$ cat config.mk
export PLATFORM = sky130hd
export DESIGN_NAME = lcg_with_bit_statistics_core
export DESIGN_NICKNAME = d
export VERILOG_FILES = /design/src/sv/lcgbs_pkg.sv /design/src/sv/lcgbs_datapath.sv /design/src/sv/lcgbs_counters.sv /design/src/sv/lcg_with_bit_statistics_core.sv
export SDC_FILE = /design/constraint.sdc
export NUM_CORES = 2
export LEC_CHECK = 0
export BUFFER_PORTS_ARGS = -buffer_cell sky130_fd_sc_hd__buf_2
export CAP_MARGIN = 15
export CORE_MARGIN = 1.5
export CORE_UTILIZATION = 41
export CTS_CLUSTER_DIAMETER = 120
export DETAILED_ROUTE_END_ITERATION = 12
export HOLD_SLACK_MARGIN = 0.15
export SLEW_MARGIN = 15
export SYNTH_ARGS = -nofsm -noshare
export SYNTH_HDL_FRONTEND = slang
export SYNTH_SLANG_ARGS = --single-unit
$ cat constraint.sdc
create_clock -name clk -period 17.8 [get_ports clk]
set_input_delay 1.78 -clock clk [delete_from_list [all_inputs] [get_ports clk]]
set_output_delay 1.78 -clock clk [all_outputs]
set_load 0.01 [all_outputs]
$ cat src/sv/lcgbs_pkg.sv
// Shared types and constants for the LCG with bit statistics block.
// No dependencies; used by all modules of the block.
package lcgbs_pkg;

  localparam int DATA_W          = 64;  // configuration write data width
  localparam int STEP_W          = 32;  // step count and step limit width
  localparam int CNT_OUT_W       = 32;  // counter read result width
  localparam int IDX_W           = 6;   // bit index field width
  localparam int WORD_WIDTH_DEF  = 64;
  localparam int COUNT_WIDTH_DEF = 32;

  typedef enum logic [1:0] {
    OP_STEP    = 2'd0,
    OP_READ    = 2'd1,
    OP_RESTART = 2'd2,
    OP_NONE    = 2'd3
  } opcode_t;

  typedef enum logic [1:0] {
    ST_OK       = 2'd0,
    ST_INVALID  = 2'd1,
    ST_OVERFLOW = 2'd2,
    ST_COMPLETE = 2'd3
  } status_t;

  typedef enum logic [2:0] {
    CFG_MULT   = 3'd0,
    CFG_INCR   = 3'd1,
    CFG_MOD    = 3'd2,
    CFG_SEED   = 3'd3,
    CFG_LIMIT  = 3'd4
  } cfg_idx_t;

  // commands from the sequencer to the bit counter file
  typedef struct packed {
    logic             clear;
    logic             sweep;
    logic             read;
    logic [IDX_W-1:0] idx;
  } cnt_cmd_t;

endpackage

$ cat src/sv/lcgbs_datapath.sv
// Iterative next-value unit: shift-add multiply, add, restoring modulo.
// One shared adder/subtractor serves all three phases. Uses lcgbs_pkg.
module lcgbs_datapath #(
  parameter int WORD_WIDTH = lcgbs_pkg::WORD_WIDTH_DEF
) (
  input  logic                  clk,
  input  logic                  rst,
  input  logic                  start,
  input  logic [WORD_WIDTH-1:0] mult,
  input  logic [WORD_WIDTH-1:0] incr,
  input  logic [WORD_WIDTH-1:0] modulus,
  input  logic [WORD_WIDTH-1:0] x,
  output logic                  done,
  output logic                  over,
  output logic [WORD_WIDTH-1:0] nx
);

  localparam int W  = WORD_WIDTH;
  localparam int CW = $clog2(W) + 1;

  typedef enum logic [1:0] {IDLE, MUL, ADD, DIV} state_t;

  state_t         state;
  logic [W-1:0]   hi, lo, b, q, rem;
  logic [CW-1:0]  cnt;

  // shared unit
  logic [W:0]     op_a, op_b;
  logic           cin;
  logic [W+1:0]   sum;
  logic [W:0]     t;
  logic           ge;

  assign t = {rem, q[W-1]};

  always_comb begin
    op_a = '0;
    op_b = '0;
    cin  = 1'b0;
    case (state)
      MUL: begin
        op_a = {1'b0, hi};
        op_b = b[0] ? {1'b0, mult} : '0;
      end
      ADD: begin
        op_a = {1'b0, lo};
        op_b = {1'b0, incr};
      end
      DIV: begin
        op_a = t;
        op_b = ~{1'b0, modulus};
        cin  = 1'b1;
      end
      default: ;
    endcase
  end

  assign sum = {1'b0, op_a} + {1'b0, op_b} + {{(W+1){1'b0}}, cin};
  assign ge  = sum[W+1];
  assign nx  = rem;

  always_ff @(posedge clk) begin
    if (rst) begin
      state <= IDLE;
      done  <= 1'b0;
      over  <= 1'b0;
    end else begin
      done <= 1'b0;
      case (state)
        IDLE: begin
          if (start) begin
            hi    <= '0;
            lo    <= '0;
            b     <= x;
            cnt   <= '0;
            over  <= 1'b0;
            state <= MUL;
          end
        end
        MUL: begin
          hi  <= sum[W:1];
          lo  <= {sum[0], lo[W-1:1]};
          b   <= b >> 1;
          cnt <= cnt + 1'b1;
          if (cnt == CW'(W - 1)) begin
            if (sum[W:1] != '0) begin
              over  <= 1'b1;
              done  <= 1'b1;
              state <= IDLE;
            end else begin
              state <= ADD;
            end
          end
        end
        ADD: begin
          q     <= sum[W-1:0];  // wraps modulo 2^W
          rem   <= '0;
          cnt   <= '0;
          state <= DIV;
        end
        DIV: begin
          rem <= ge ? sum[W-1:0] : t[W-1:0];
          q   <= q << 1;
          cnt <= cnt + 1'b1;
          if (cnt == CW'(W - 1)) begin
            done  <= 1'b1;
            state <= IDLE;
          end
        end
        default: state <= IDLE;
      endcase
    end
  end

endmodule

$ cat src/sv/lcgbs_counters.sv
// Per-bit set counters held in a one-read, one-write memory with valid bits.
// Updates sweep one entry per cycle; read is registered. Uses lcgbs_pkg.
module lcgbs_counters #(
  parameter int WORD_WIDTH  = lcgbs_pkg::WORD_WIDTH_DEF,
  parameter int COUNT_WIDTH = lcgbs_pkg::COUNT_WIDTH_DEF
) (
  input  logic                             clk,
  input  logic                             rst,
  input  lcgbs_pkg::cnt_cmd_t              cmd,
  input  logic [WORD_WIDTH-1:0]            word,
  output logic                             done,
  output logic [lcgbs_pkg::CNT_OUT_W-1:0]  rd_count
);

  localparam int W  = WORD_WIDTH;
  localparam int C  = COUNT_WIDTH;
  localparam int AW = $clog2(W);

  logic [C-1:0]  mem [W];
  logic [W-1:0]  vld;
  logic [C-1:0]  rdata;
  logic [AW:0]   ptr;
  logic          sweeping, wr_pend, rd_pend, rd_zero;
  logic [AW-1:0] waddr, raddr;
  logic [C-1:0]  cur, inc;
  logic [63:0]   wide;

  assign raddr = sweeping ? ptr[AW-1:0] : cmd.idx[AW-1:0];
  assign cur   = vld[waddr] ? rdata : '0;
  assign inc   = (&cur) ? cur : cur + 1'b1;   // saturate
  assign wide  = 64'(vld[waddr] ? rdata : '0);

  always_ff @(posedge clk) begin
    if (sweeping || cmd.read) rdata <= mem[raddr];
    if (wr_pend && word[waddr]) mem[waddr] <= inc;
  end

  always_ff @(posedge clk) begin
    if (rst) begin
      vld      <= '0;
      sweeping <= 1'b0;
      wr_pend  <= 1'b0;
      rd_pend  <= 1'b0;
      done     <= 1'b0;
      ptr      <= '0;
    end else begin
      done    <= 1'b0;
      rd_pend <= 1'b0;
      wr_pend <= 1'b0;
      if (cmd.clear) vld <= '0;
      if (cmd.sweep) begin
        sweeping <= 1'b1;
        ptr      <= '0;
      end else if (sweeping) begin
        waddr   <= ptr[AW-1:0];
        wr_pend <= 1'b1;
        ptr     <= ptr + 1'b1;
        if (ptr == (AW+1)'(W - 1)) sweeping <= 1'b0;
      end
      if (wr_pend) begin
        if (word[waddr]) vld[waddr] <= 1'b1;
        if (!sweeping) done <= 1'b1;
      end
      if (cmd.read) begin
        rd_pend <= 1'b1;
        waddr   <= cmd.idx[AW-1:0];
        rd_zero <= (32'(cmd.idx) >= 32'(W));
      end
      if (rd_pend) begin
        done     <= 1'b1;
        rd_count <= rd_zero ? '0 : wide[lcgbs_pkg::CNT_OUT_W-1:0];
      end
    end
  end

endmodule

$ cat src/sv/lcg_with_bit_statistics_core.sv
// Linear congruential generator with per-bit statistics: top-level sequencer.
// Instantiates lcgbs_datapath and lcgbs_counters; uses lcgbs_pkg.
//
// One item at a time. A step runs a shift-add multiply and a restoring
// modulo on one shared adder, then sweeps the bit positions to update the
// counter memory with one read and one write a cycle. Input stall is high
// while an item is in progress; a result waits in the output register until taken.
// Configuration writes are always ready and are only to be made while idle.
module lcg_with_bit_statistics_core #(
  parameter int WORD_WIDTH  = lcgbs_pkg::WORD_WIDTH_DEF,
  parameter int COUNT_WIDTH = lcgbs_pkg::COUNT_WIDTH_DEF
) (
  input  logic                              clk,
  input  logic                              rst,
  input  logic                              cfg_valid,
  output logic                              cfg_ready,
  input  logic [2:0]                        cfg_index,
  input  logic [lcgbs_pkg::DATA_W-1:0]      cfg_data,
  input  logic                              in_valid,
  output logic                              in_stall,
  input  logic [1:0]                        opcode,
  input  logic [lcgbs_pkg::IDX_W-1:0]       bit_index,
  output logic                              out_valid,
  input  logic                              out_stall,
  output logic [WORD_WIDTH-1:0]             value,
  output logic [lcgbs_pkg::STEP_W-1:0]      step_number,
  output logic                              back_to_seed,
  output logic [1:0]                        status,
  output logic [lcgbs_pkg::CNT_OUT_W-1:0]   counter_value
);

  localparam int W = WORD_WIDTH;

  typedef enum logic [2:0] {IDLE, CALC, SWEEP, RDWAIT, RESP} state_t;

  state_t                         state;
  logic [W-1:0]                   mult, incr, modulus, seed, cur;
  logic [lcgbs_pkg::STEP_W-1:0]   limit, steps;
  logic                           halted;
  logic [W-1:0]                   r_value;
  logic [lcgbs_pkg::STEP_W-1:0]   r_num;
  logic                           r_back;
  lcgbs_pkg::status_t             r_status;
  logic [lcgbs_pkg::CNT_OUT_W-1:0] r_cnt;

  logic                           cfg_ok, accept;
  logic                           dp_start, dp_done, dp_over;
  logic [W-1:0]                   dp_nx;
  lcgbs_pkg::cnt_cmd_t            cmd;
  logic                           cn_done;
  logic [lcgbs_pkg::CNT_OUT_W-1:0] cn_count;

  assign cfg_ready = 1'b1;
  assign in_stall  = (state != IDLE);
  assign accept    = in_valid && !in_stall;
  assign cfg_ok    = (limit != '0) && (mult < modulus) && (incr < modulus)
                     && (seed < modulus);

  always_comb begin
    dp_start  = 1'b0;
    cmd       = '0;
    cmd.idx   = bit_index;
    if (accept) begin
      case (lcgbs_pkg::opcode_t'(opcode))
        lcgbs_pkg::OP_STEP:
          dp_start = cfg_ok && !halted && (steps < limit);
        lcgbs_pkg::OP_READ:    cmd.read  = 1'b1;
        lcgbs_pkg::OP_RESTART: cmd.clear = 1'b1;
        default: ;
      endcase
    end
    if (state == CALC && dp_done && !dp_over) cmd.sweep = 1'b1;
  end

  lcgbs_datapath #(.WORD_WIDTH(W)) u_dp (
    .clk     (clk),
    .rst     (rst),
    .start   (dp_start),
    .mult    (mult),
    .incr    (incr),
    .modulus (modulus),
    .x       (cur),
    .done    (dp_done),
    .over    (dp_over),
    .nx      (dp_nx)
  );

  lcgbs_counters #(.WORD_WIDTH(W), .COUNT_WIDTH(COUNT_WIDTH)) u_cnt (
    .clk      (clk),
    .rst      (rst),
    .cmd      (cmd),
    .word     (cur),
    .done     (cn_done),
    .rd_count (cn_count)
  );

  always_ff @(posedge clk) begin
    if (rst) begin
      mult      <= '0;
      incr      <= '0;
      modulus   <= '0;
      seed      <= '0;
      limit     <= '0;
      cur       <= '0;
      steps     <= '0;
      halted    <= 1'b0;
      state     <= IDLE;
      out_valid <= 1'b0;
    end else begin
      if (cfg_valid && cfg_ready) begin
        case (lcgbs_pkg::cfg_idx_t'(cfg_index))
          lcgbs_pkg::CFG_MULT:  mult    <= cfg_data[W-1:0];
          lcgbs_pkg::CFG_INCR:  incr    <= cfg_data[W-1:0];
          lcgbs_pkg::CFG_MOD:   modulus <= cfg_data[W-1:0];
          lcgbs_pkg::CFG_SEED:  seed    <= cfg_data[W-1:0];
          lcgbs_pkg::CFG_LIMIT: limit   <= cfg_data[lcgbs_pkg::STEP_W-1:0];
          default: ;
        endcase
      end
      if (out_valid && !out_stall) out_valid <= 1'b0;
      case (state)
        IDLE: begin
          if (accept) begin
            r_value  <= '0;
            r_num    <= '0;
            r_back   <= 1'b0;
            r_status <= lcgbs_pkg::ST_OK;
            r_cnt    <= '0;
            state    <= RESP;
            case (lcgbs_pkg::opcode_t'(opcode))
              lcgbs_pkg::OP_STEP: begin
                r_num <= steps;
                if (!cfg_ok)             r_status <= lcgbs_pkg::ST_INVALID;
                else if (halted)         r_status <= lcgbs_pkg::ST_OVERFLOW;
                else if (steps >= limit) r_status <= lcgbs_pkg::ST_COMPLETE;
                else                     state    <= CALC;
              end
              lcgbs_pkg::OP_READ: state <= RDWAIT;
              lcgbs_pkg::OP_RESTART: begin
                cur    <= seed;
                steps  <= '0;
                halted <= 1'b0;
                r_status <= cfg_ok ? lcgbs_pkg::ST_OK : lcgbs_pkg::ST_INVALID;
              end
              default: ;
            endcase
          end
        end
        CALC: begin
          if (dp_done) begin
            if (dp_over) begin
              halted   <= 1'b1;
              r_status <= lcgbs_pkg::ST_OVERFLOW;
              state    <= RESP;
            end else begin
              cur     <= dp_nx;
              steps   <= steps + 1'b1;
              r_value <= dp_nx;
              r_back  <= (dp_nx == seed);
              state   <= SWEEP;
            end
          end
        end
        SWEEP:  if (cn_done) state <= RESP;
        RDWAIT: begin
          if (cn_done) begin
            r_cnt <= cn_count;
            state <= RESP;
          end
        end
        RESP: begin
          if (!out_valid || !out_stall) begin
            value         <= r_value;
            step_number   <= r_num;
            back_to_seed  <= r_back;
            status        <= r_status;
            counter_value <= r_cnt;
            out_valid     <= 1'b1;
            state         <= IDLE;
          end
        end
        default: state <= IDLE;
      endcase
    end
  end

endmodule
== Yosys cells after proc, flatten, opt, wreduce, memory -nomap -nowiden ==
Memories as Yosys holds them, arrays and structs flattened. A register that Yosys moved wholly into a read port is not among the register bits.
Cells that the tools add are included.

* Register bits after elaboration: 1,095
* Bits in writable memories: 2,048
* Input port bits: 80
* Output and inout port bits: 134
* Logic and storage cells: 243
* Memories: 1

* $add $sub $neg: 6
* $lt $le $gt $ge: 7
* Equal/unequal tests: 29
* Multiplexer cells: 106
* Bitwise gates (word level): 3
* Reductions and logical operators: 54

{| class="wikitable"
|+ Memory list
! memory !! depth !! bits a word !! read ports !! clocked after Yosys merged registers in !! wr ports !! RTL line !! RTL
|-
| u_cnt.mem || 64 || 32 || 1 || 1 || 1 || lcgbs_counters.sv:19 || <nowiki>logic [C-1:0] mem [W];</nowiki>
|}

{| class="wikitable"
|+ Operator list
! kind !! number
|-
| case mux 64 bit (2 select lines) || 7
|-
| two-way mux 64 bit || 13
|-
| case mux 65 bit (3 select lines) || 2
|-
| two-way mux 32 bit || 8
|-
| less-than comparator 64 bit || 3
|-
| case mux 32 bit (2 select lines) || 2
|-
| adder 65 x 65 -> 66 bit || 1
|-
| adder 66 x 1 -> 66 bit || 1
|-
| NOT 64 -> 65 bit || 1
|-
| adder 32 x 1 -> 32 bit (second input constant) || 2
|-
| equality test 64 bit || 1
|-
| OR 64 bit || 1
|-
| nonzero test 64 bit || 1
|-
| two-way mux 1 bit || 38
|-
| >= comparator 32 bit || 1
|-
| less-than comparator 32 bit || 1
|-
| AND reduction 32 bit || 1
|-
| nonzero test 32 bit || 1
|-
| two-way mux 3 bit || 8
|-
| two-way mux 6 bit || 4
|-
| case mux 7 bit (3 select lines) || 1
|-
| two-way mux 2 bit || 10
|-
| AND reduction 5 bit || 4
|-
| inequality test 2 x 1 -> 1 bit (second input constant) || 9
|-
| other kinds (30) || 84
|}

== Depth between registers and ports, before layout ==
* Word-level depth: 10
* Depth in mapped cells: 23

== By module ==
From an unflattened synthesis, not the netlist that was laid out.

* Cells, all modules: 9,829
* Area, all modules: 137,907.3 um2

{| class="wikitable"
|+ By module, submodules not included
! module !! times used !! cells an instance !! area each (um2) !! seq. area each (um2)
|-
| lcgbs_counters || 1 || 4,475 || 87,410.1 || 65,102.4
|-
| lcg_with_bit_statistics_core || 1 || 2,995 || 28,725.0 || 15,655.0
|-
| lcgbs_datapath || 1 || 2,359 || 21,772.1 || 9,899.5
|}

== Worst setup path after synthesis ==
Ideal clock, no wire load.

* Path kind: register -> register
* Start point: register modulus[57]
* End point: register u_dp.b[0] (enable)
* Arrival: 16,879 ps
* Path slack: -107 ps
* Stages on the path, launching flop included: 14
* Buffers on the path: 0
* Period minus slack after synthesis: 17,907 ps
* Path through: dfxtp_1 -> inv_1 -> ha_1 -> a21o_1 -> a21o_1 -> a21o_1 -> a2111o_1 -> nor4b_1 -> nand4_1 -> a211oi_1 -> o211ai_1 -> nor3_1 -> nand4_1 -> a211oi_1

* Longest elaborated chain between the ends: 10
* Elaborated cells on any way between the ends: 12
* Those cells by class: order compare: 3; eq/ne: 1; mux: 2; reduce/logical: 6

{| class="wikitable"
|+ Ends and longest elaborated chain
! element !! RTL line !! RTL
|-
| start, declared || lcg_with_bit_statistics_core.sv:37 || <nowiki>logic [W-1:0] mult, incr, modulus, seed, cur;</nowiki>
|-
| start signal, assigned || lcg_with_bit_statistics_core.sv:114 || <nowiki>lcgbs_pkg::CFG_MOD: modulus <= cfg_data[W-1:0];</nowiki>
|-
| less-than comparator 64 bit || lcg_with_bit_statistics_core.sv:56 || <nowiki>assign cfg_ok = (limit != '0) && (mult < modulus) && (incr < modulus)</nowiki>
|-
| logical AND 1 bit (2 in series) || lcg_with_bit_statistics_core.sv:56 ||
|-
| logical AND 1 bit (*) || lcg_with_bit_statistics_core.sv:57 || <nowiki>&& (seed < modulus);</nowiki>
|-
| logical AND 1 bit (*) (2 in series) || lcg_with_bit_statistics_core.sv:66 || <nowiki>dp_start = cfg_ok && !halted && (steps < limit);</nowiki>
|-
| two-way mux 1 bit (*) || lcg_with_bit_statistics_core.sv:64 || <nowiki>case (lcgbs_pkg::opcode_t'(opcode))</nowiki>
|-
| two-way mux 1 bit (*) || lcg_with_bit_statistics_core.sv:63 || <nowiki>if (accept) begin</nowiki>
|-
| inequality test 2 bit (no line) (*) || -- ||
|-
| AND reduction 3 bit (no line) (*) || -- ||
|-
| end signal, assigned || lcgbs_datapath.sv:83 || <nowiki>b <= b >> 1;</nowiki>
|-
| end, declared || lcgbs_datapath.sv:24 || <nowiki>logic [W-1:0] hi, lo, b, q, rem;</nowiki>
|}

Mark *: on every way between the ends. The rest lies on a longest branch, timed or not.
A chain may end at the register's enable or synchronous reset.

==> results.cfg <==
[sta]
min_period_over_period = 0.424
timing.setup.tns_ns = 0
final_max_slew_viol_count = 0
fin_ws_ns = 10.26
minimum_period_implied_by_the_final_worst_setup_slack_ns = 7.54
hold_viol_final = 0
final.setup_skew_ns = 0.125
timing_worst_slew_pin_value_ns = 1.26
fmax_ghz = 0.133
final-setup-viol-count = 0
maxSlewHeadroom = 0.155
setup_repair_after_global_routing_missed_its_margin = no

[grt]
groute.usage.overall = 0.243
grt_antenna_before_repair = 29
first_pass_grt_wire_length_mm = 588
vias_in_the_first_global_route = 82300
grt_remaining_overflow = 0
grt_start_max_net_pins = 125

[finish]
ff_latch_area_mm2 = 0.0907
drive_gt1_frac = 0.166
fin_area_mm2 = 0.153
layout.core_utilization = 0.469
total_area_of_multi_input_combinational_cells_mm2 = 0.0427
fillCellCount = 28500
registers.top_by_ff_count = u_cnt.mem
largest_reg_flops = 2048
stdcell_count = 14300
final_nets = 10000
synthesis_to_layout_area_growth_pct = 13.7

[power_and_ir_drop]
power.share.sequential = 0.507
power.share.combinational = 0.046
net-switching-power_uw = 3530
leakage_dissipation_uw = 0.0521
power_switching_share = 0.221
p_per_area_mw_per_mm2 = 104
part_of_the_total_power_dissipated_in_the_clock_network = 0.447
cell_internal_pwr_uw = 12500
max-vdd-ir-drop_uv = 96.8

[min_path]
launch_point_of_the_worst_hold_path = r_num[14]
whs_path_depth = 0
hold_endpoint = step_number[14]
path_category_of_the_worst_min_delay_check = flip-flop to flip-flop

[logic_synthesis]
syn_nets = 9820
leading_cell_type_by_number_of_instances_after_synthesis = sky130_fd_sc_hd__edfxtp_1
yosys_warnings = 0
synth.area.top_cells = sky130_fd_sc_hd__edfxtp_1 60%, sky130_fd_sc_hd__mux4_2 8.8%, sky130_fd_sc_hd__dfxtp_1 6.9%
synth.distinct_cells = 97
synth_mux_area_frac = 0.105
yosys.area_share.simple = 0.0917
yosys_register_bits = 3175
syn-instance-count = 9450
post_synth_instance_area_mm2 = 0.135
synth_adder_area_share = 0.0270
synth_top_family_by_area = multiplexers
synth_sequential_area_ratio = 0.672
synth-edff-count = 2707
yosys.area_share.xor_xnor = 0.0107
yosys.area.top_type_share = 0.602
share_of_the_synthesized_area_in_compound_gates_ao_oa_aoi_oai = 0.0734
avgSynthCellArea_um2 = 14.3
netlist.top_cell.by_area = sky130_fd_sc_hd__edfxtp_1
synth_common_cells = 2707 x sky130_fd_sc_hd__edfxtp_1, 1407 x sky130_fd_sc_hd__nand2_1, 648 x sky130_fd_sc_hd__a21oi_1, 529 x sky130_fd_sc_hd__mux4_2, 487 x sky130_fd_sc_hd__nor2_1
postSynth.asyncResetShare = 0
synthFlopType = sky130_fd_sc_hd__edfxtp_1

[clock_tree]
cts-buffers-inserted = 341
clock_path_buffers = 4
clockRootBuffer = sky130_fd_sc_hd__clkbuf_16
cts_setup_buffers = 0
clk_latency_ns = 0.96
post_cts_resize_count = 0
clk_pin_slew_worst_paths_ns = 0.06
ctsHtreeMaxLevel = 5
cts_num_sinks = 3175
cts-hold-fix-buffers = 0
cts_tree = built

[routing]
post-route-drc-count = 0
1st_pass_router_iterations = 6
ant_nets = 0
drt_wl_total_mm = 412
first_iter_violations = 9316
detail_route.wl_per_cell_um = 28.8
routed_via_density = 5.88
route.vias.total = 84200

[placed_design]
finalWeightedCongestion = 0.926
placedCellCount = 13700
place.port_buffers = 212
detailed_place.area_mm2 = 0.142
place_hpwl_mm = 257
place_worst_setup_slack_ns = 10.24

[floorplan]
standard_cell_rows = 210
die_x_um = 577
starting_density_of_the_core = 0.412
fp.dieH_um = 577
coreArea_mm2 = 0.327
boundaryPins = 214
die_footprint_mm2 = 0.333

[setup_path]
r2r_cells = 17
worstSetupPathType = flip-flop to flip-flop
worstSetupEndpointType = flip-flop
worst-r2r-setup-slack_ns = 10.26
reg_to_reg_endpoint = u_dp.nx[21]
cp.arrival_ns = 8.19
cp_cell_sequence = inv_6 > buf_4 > buf_4 > o21ai_0 > ha_1 > a21oi_1 > o21ai_1 > a221oi_2 > nand4b_1 > o211ai_2 > nand2_1 > a41o_1 > o31ai_4 > buf_4 > nor2_1 > a21oi_1 > nor2_1
cell_with_the_largest_stage_delay_on_the_worst_path = sky130_fd_sc_hd__o31ai_4
timing.critical_path.fanout_max = 124
timing.critical_path.buf_inv = 4
critPathTopFamily = compound AO/OA/AOI/OAI gates
worstPathRequired_ns = 18.45
worst_path_largest_cell_delay_ns = 0.92
critical-path-top-cell-by-count = sky130_fd_sc_hd__buf_4
worstSetupStartpointType = flip-flop

[flow_run]
max_cap_viol_count = 0

[run_status]
status = complete, no violations
[placed cells by master (no fill, tap or decap), types with 16 or more instances in the layout]
cell / synthesis / final
sky130_fd_sc_hd__nor2b_1: 17 / 16
sky130_fd_sc_hd__or3_1: 26 / 26
sky130_fd_sc_hd__inv_1: 139 / 136
sky130_fd_sc_hd__nor2_1: 487 / 415
sky130_fd_sc_hd__dfxtp_1: 468 / 467
sky130_fd_sc_hd__o21ai_0: 278 / 277
sky130_fd_sc_hd__a22oi_1: 71 / 70
sky130_fd_sc_hd__nor3_1: 52 / 52
sky130_fd_sc_hd__a21o_1: 101 / 101
sky130_fd_sc_hd__clkinv_2: 0 / 48
sky130_fd_sc_hd__clkbuf_1: 460 / 70
sky130_fd_sc_hd__nor4_1: 43 / 43
sky130_fd_sc_hd__nand2b_1: 24 / 24
sky130_fd_sc_hd__or2_2: 18 / 16
sky130_fd_sc_hd__ha_1: 288 / 288
sky130_fd_sc_hd__and3_1: 82 / 81
sky130_fd_sc_hd__nand3_1: 117 / 115
sky130_fd_sc_hd__xor2_1: 78 / 74
sky130_fd_sc_hd__o21a_1: 22 / 22
sky130_fd_sc_hd__clkinv_1: 1 / 75
sky130_fd_sc_hd__buf_2: 23 / 211
sky130_fd_sc_hd__nand2_1: 1407 / 1404
sky130_fd_sc_hd__nand3b_1: 18 / 18
sky130_fd_sc_hd__a21oi_1: 648 / 636
sky130_fd_sc_hd__o21bai_1: 17 / 17
sky130_fd_sc_hd__xnor2_1: 85 / 71
sky130_fd_sc_hd__clkbuf_16: 0 / 348
sky130_fd_sc_hd__edfxtp_1: 2707 / 2707
sky130_fd_sc_hd__bufinv_16: 0 / 35
sky130_fd_sc_hd__and2_1: 291 / 289
sky130_fd_sc_hd__a211oi_1: 186 / 184
sky130_fd_sc_hd__mux2i_1: 217 / 213
sky130_fd_sc_hd__o211ai_1: 18 / 18
sky130_fd_sc_hd__buf_4: 3 / 212
sky130_fd_sc_hd__nor2_4: 0 / 70
sky130_fd_sc_hd__nand4_1: 112 / 112
sky130_fd_sc_hd__mux4_2: 529 / 529
sky130_fd_sc_hd__a31oi_1: 79 / 73
sky130_fd_sc_hd__a311oi_1: 70 / 64
[routing by layer]
| metal | vias up | track usage | share of wire |
|---|---|---|---|
| met5 | - | 0 | 0.000065 |
| met4 | 4 | 0.106 | 0.049 |
| met3 | 679 | 0.0420 | 0.083 |
| met2 | 3804 | 0.392 | 0.47 |
| met1 | 43300 | 0.325 | 0.40 |
| li1 | 36400 | - | - |
[kinds of logic (layout without fill, tap and decap cells)]
family / Yosys count / after routing
mux: 756 / 756
compound gates: 1611 / 1611
fa+ha+maj: 290 / 290
buf+inv: 707 / 1204
xor+xnor: 164 / 164
simple gates: 2746 / 2746
flops: 3175 / 3175
other cells: 1 / 15
[per-stage QoR]
| stage | power [µW] | hold slack (ns) |
|---|---|---|
| 3_3_place_gp | 8980 | 0.404 |
| 3_5_place_dp | 8990 | 0.405 |
| 2_1_floorplan | 8690 | 0.400 |
| 6_report | 16000 | 0.416 |
| 5_1_grt | 16400 | 0.421 |
| 4_1_cts | 16100 | 0.415 |
[power groups by stage]
stage               clock network, µW  logic, µW  registers (µW)
global route                     7530        785            8100
finish                           7150        736            8100
detailed placement                  0        734            8260
floorplan                           0        448            8240
global placement                    0        725            8260
CTS                              7250        736            8100
[worst reg2reg max path, cell delays in order (launching register included)]
cell and delay (ns):
sky130_fd_sc_hd__dfxtp_1 0.34, sky130_fd_sc_hd__inv_6 0.57, sky130_fd_sc_hd__buf_4 0.94, sky130_fd_sc_hd__buf_4 0.60, sky130_fd_sc_hd__o21ai_0 0.19, sky130_fd_sc_hd__ha_1 0.43
sky130_fd_sc_hd__a21oi_1 0.28, sky130_fd_sc_hd__o21ai_1 0.17, sky130_fd_sc_hd__a221oi_2 0.41, sky130_fd_sc_hd__nand4b_1 0.23, sky130_fd_sc_hd__o211ai_2 0.42, sky130_fd_sc_hd__nand2_1 0.13
sky130_fd_sc_hd__a41o_1 0.33, sky130_fd_sc_hd__o31ai_4 0.92, sky130_fd_sc_hd__buf_4 0.85, sky130_fd_sc_hd__nor2_1 0.19, sky130_fd_sc_hd__a21oi_1 0.17, sky130_fd_sc_hd__nor2_1 0.07
[how the worst max path moves through the flow]
| stage | start | to | slack, ns | cells after the start |
|---|---|---|---|---|
| after floorplan | rst | back_to_seed | 5.30 | 3 |
| after global placement | bit_index[1] | u_cnt.rdata[11] | 9.92 | 13 |
| after detailed placement | bit_index[0] | u_cnt.rdata[27] | 10.24 | 12 |
| after CTS | flip-flop | u_dp.nx[21] | 10.52 | 17 |
| after global routing | flip-flop | u_dp.nx[4] | 9.80 | 17 |
| final | flip-flop | u_dp.nx[21] | 10.26 | 17 |
[layout make-up]
| type | instances | area share |
|---|---|---|
| diodes | 14 | 0.000228 |
| clock buffers | 425 | 0.0591 |
| clock inverters | 205 | 0.0142 |
| inverters | 140 | 0.00347 |
| multi-input cells | 5568 | 0.278 |
| flip-flops and latches | 3175 | 0.591 |
| well taps | 4346 | 0.0354 |
| repair buffers | 434 | 0.0187 |
(Power assumes the default switching activity.)
